### config.mk
export PLATFORM = sky130hd
export DESIGN_NAME = brs_ram
export DESIGN_NICKNAME = d
export VERILOG_FILES = /design/src/rtl/core/brs_ram.sv
export SDC_FILE = /design/constraint.sdc
export NUM_CORES = 2
export LEC_CHECK = 0
export BUFFER_PORTS_ARGS = -buffer_cell sky130_fd_sc_hd__buf_2
export CORE_MARGIN = 1.5
export CORE_UTILIZATION = 47
export DETAILED_ROUTE_END_ITERATION = 10
export GPL_TIMING_DRIVEN = 0
export HOLD_SLACK_MARGIN = 0.06
export PLACE_DENSITY = 0.63
export SLEW_MARGIN = 20
export SYNTH_ARGS = -nofsm -noshare
export SYNTH_HDL_FRONTEND = slang
export SYNTH_SLANG_ARGS = --single-unit
### constraint.sdc
create_clock -name i_clk -period 5.86 [get_ports i_clk]
set_input_delay 0.293 -clock i_clk [delete_from_list [all_inputs] [get_ports i_clk]]
set_output_delay 0.293 -clock i_clk [all_outputs]
set_load 0.02 [all_outputs]
### src/rtl/core/brs_ram.sv
`timescale 1ns / 1ps
module brs_ram #(
    parameter int WIDTH = 16,
    parameter int DEPTH = 128
) (
    input  logic                     i_clk,
    input  logic                     i_wr_en,
    input  logic [$clog2(DEPTH)-1:0] i_wr_addr,
    input  logic [WIDTH-1:0]         i_wr_mask,
    input  logic [WIDTH-1:0]         i_wr_data,
    input  logic [$clog2(DEPTH)-1:0] i_rd_addr,
    output logic [WIDTH-1:0]         o_rd_data
);

    logic [WIDTH-1:0] r_mem [DEPTH];
    logic [WIDTH-1:0] r_rd_data;

    always_ff @(posedge i_clk) begin
        if (i_wr_en) begin
            for (int b = 0; b < WIDTH; b++) begin
                if (i_wr_mask[b]) begin
                    r_mem[i_wr_addr][b] <= i_wr_data[b];
                end
            end
        end
        r_rd_data <= r_mem[i_rd_addr];
    end

    assign o_rd_data = r_rd_data;

endmodule

# --- Word level (Yosys, flattened, before mapping) ---
# Memories as Yosys holds them, arrays and structs flattened. A register that Yosys moved wholly into a read port is not among the register bits.
# Cells that the tools add are included.
classes:
  n_mux: 48
op_table:
  columns: ["cell", "count"]
  rows:
  - ["2-to-1 mux 1 bit", 48]
totals:
  register_bits: 0
  ram_bits: 2048
  out_inout_bits: 16
  mem_count: 1
mem_list:
  columns: ["memory", "depth", "word_bits", "read_ports", "rd_clocked_by_memory_dff", "write_ports", "line_no", "text"]
  rows:
  - ["r_mem", 128, 16, 1, 1, 1, "15", "logic [WIDTH-1:0] r_mem [DEPTH];"]

# --- Longest topological paths before layout ---
logic_depth:
  depth_word: 3
  depth_mapped: 7
  ltp_nobuf: 4

# --- Least setup slack after synthesis ---
# OpenSTA, ideal clock, no wires.
synth_timing:
  kind: "input to register"
  from: "input port i_rd_addr[0]"
  to: "register r_rd_data[0], in the netlist o_rd_data[0] (read register of r_mem)"
  setup_time_ns: 0.121
  arrival_time_ns: 2.664
  required_ns: 5.739
  setup_slack_ns: 3.075
  stages: 6
  path_buffers: 2
  cell_sequence: "buf_2 > clkbuf_1 > mux4_2 > mux4_2 > mux4_2 > mux2_2"
synth_lines:
  columns: ["element", "line_no", "text"]
  rows:
  - ["from (decl)", "11", "input logic [$clog2(DEPTH)-1:0] i_rd_addr,"]
  - ["to (decl)", "16", "logic [WIDTH-1:0] r_rd_data;"]

==> metrics.yaml <==
grt:
  grt_util_met2_pct: 44.0
  grt_max_degree: 97
  antenna_found_initial: 24
  grt_pass1_wl_um: 369000
  grt-ovfl-total: 0
  top_usage_layer: "met2"
  use_met1_pct: 38.1
  grtUsageTotal_pct: 28.1
  grtUsageMet3_pct: 5.82
  grt_pass1_vias: 50308
routing:
  finalWirelength_um: 262000
  first_pass_iters: 7
  vias_per_cell: 6.06
  ant_nets: 0
  drc: 0
  wl_per_cell_um: 31.0
  drt_iter0_markers: 7543
  dr_total_vias: 51350
worst_setup_path:
  r2r_cells: 5
  cp-start-kind: "primary input"
  r2r_start: "r_mem[13][0]"
  path_class: "in -> reg"
  cp.required_ns: 6.58
  r2r_slack_ns: 2.79
  critPathMaxFanout: 10
  startpoint: "i_rd_addr[2]"
  r2r_end: "o_rd_data[0]"
  cp-end-kind: "flip-flop"
  arrival_ns: 5.06
logic_synthesis:
  synthFlopType: "edfxtp_1"
  synth_warnings: 0
  yosysSeqAreaShare_pct: 70.6
  synth_edf_count: 2048
  ys_types: 16
  syn_inst: 5494
  syn_area_mm2: 0.0875
  syn_area_per_cell_um2: 15.9
  ys_ff_latch: 2064
  synth_nets: 5542
  async_flop_share_pct: 0
power:
  p_leak_nw: 30.3
  powerDensity_mw_per_mm2: 318
  ir_drop_mv: 0.260
clocking:
  root_buffer: "clkbuf_16"
  cts_buffers: 208
  cts.htree.levels: 4
  cts.sinks: 2064
  clk_pin_slew_ns: 0.06
  clkLatencyLatePin_ns: 0.89
  postCtsResizedCells: 0
  clockBufferDepth: 3
  cts_tree: "built"
floorplanning:
  die_x_um: 435
  row_count: 158
  ioPinCount: 64
  coreArea_mm2: 0.185
  die_y_um: 435
  die_area_mm2: 0.189
  initial_core_util_pct: 47.3
timing:
  rsz0062_at_grt: "no"
  tns_ns: 0
  fin_hold_ws_ns: 0.116
  skew_ns: 0.0373
  setup_viol: 0
  slew_headroom_pct: 18.7
  fmax_mhz: 230
  hold_viol: 0
  worst_pin_slew_ns: 1.22
  period_needed_ns: 4.34
  period_share_pct: 74.1
  slew_viol_final: 0
run:
  max-cap-violations: 0
cells_and_area:
  final_cell_mix: "nor2_1, edfxtp_1, mux4_2"
  drive_above_1_share_pct: 19.1
  fin_nets: 5854
  final_common_cell: "nor2_1"
  nFillCells: 15046
  area_growth_syn_to_layout_pct: 12.5
worst_hold_path:
  hold_depth: 4
  worstHoldEndpoint: "r_mem[7][1]"
  holdCritStartpoint: "i_wr_mask[1]"
  min_path_type: "in -> reg"
placement:
  dp_hpwl_um: 189000
  io_buffers: 53
  routabilityCongestion: 0.907
outcome:
  outcome: "complete, no violations"
[critical path, stage by stage]
cell and delay (ns):
clkbuf_1 0.61, clkbuf_2 0.53, buf_16 0.22, buf_1 0.86
mux4_2 0.46, mux4_2 0.59, mux4_2 0.49, mux2_2 0.32
dlygate4sd3_1 0.64
[flip-flops by register name, indices dropped and copies added, names as in the netlist]
| register | cells |
|---|---|
| r_mem | 2048 |
| o_rd_data | 16 |
[final cells by class]
| type | instances | area, µm² | share of cell area (%) |
|---|---|---|---|
| sequential | 2064 | 61800 | 62.8 |
| multi-input combinational | 2911 | 23700 | 24.1 |
| clock buffer | 267 | 5470 | 5.55 |
| tap | 2480 | 3100 | 3.15 |
| buffer | 519 | 2070 | 2.10 |
| timing repair buffer | 102 | 1270 | 1.29 |
| clock inverter | 114 | 996 | 1.01 |
| antenna | 11 | 27.5 | 0.0279 |
[layer usage]
metal / routed length [µm] / share of wire [%] / up-vias
li1: - / - / 21038
met4: 13800 / 5.3 / 6
met1: 97400 / 37 / 26917
met3: 28000 / 11 / 484
met2: 123000 / 47 / 2905
met5: 40 / 0.015 / -
[where the power goes]
group	switching [W]	internal, W	total (W)
clock network	0.00574	0.00712	0.0129
registers	0.0000119	0.0163	0.0163
logic	0.00153	0.000688	0.00222
total	0.00728	0.0241	0.0314
[cells in the mapped netlist, drive strengths merged, types with 2 or more instances]
cell type | count | area (µm²)
clkbuf | 432 | 1620
mux4 | 672 | 15100
edfxtp | 2048 | 61500
nand2 | 147 | 552
nor3 | 7 | 35.0
dfxtp | 16 | 320
mux2 | 16 | 180
nor3b | 3 | 22.5
nand2b | 4 | 25.0
nor2 | 2058 | 7720
and3b | 2 | 17.5
buf | 87 | 400
[how the worst max path moves through the flow]
stage	slack, ns	endpoint	cells past startpoint
3_3_place_gp	0.42	o_rd_data[6]	7
5_1_grt	1.63	o_rd_data[0]	8
2_1_floorplan	3.07	o_rd_data[0]	6
6_report	1.52	o_rd_data[0]	9
3_5_place_dp	1.13	o_rd_data[10]	7
4_1_cts	1.56	o_rd_data[0]	9
[metrics by stage]
stage                     total power [W]  setup slack, ns  std cells  util (%)  cell area [µm²]
after floorplan                    0.0176             3.07       5494         -            87500
after global placement             0.0187            0.422       8027      49.1            90900
after detailed placement           0.0188             1.13       8057      49.6            91800
after CTS                          0.0314             1.56       8457      53.2            98500
after global routing               0.0320             1.63       8459      53.2            98500
final                              0.0314             1.52       8468      53.2            98500
[repair_timing]
| item | CTS | global route |
|---|---|---|
| setup endpoints to repair | 0 | 0 |
| hold buffers | 19 | 0 |
| hold endpoints to repair | 882 | 0 |
| setup buffers | 0 | 0 |
[cells by family after synthesis]
| group | after synthesis | synth area share, % |
|---|---|---|
| buffers and inverters | 519 | 2.31 |
| muxes | 688 | 17.5 |
| DFF | 2064 | 70.6 |
| and+or+nand+nor | 2223 | 9.58 |
Note: power is estimated with default switching activity, not from simulation.
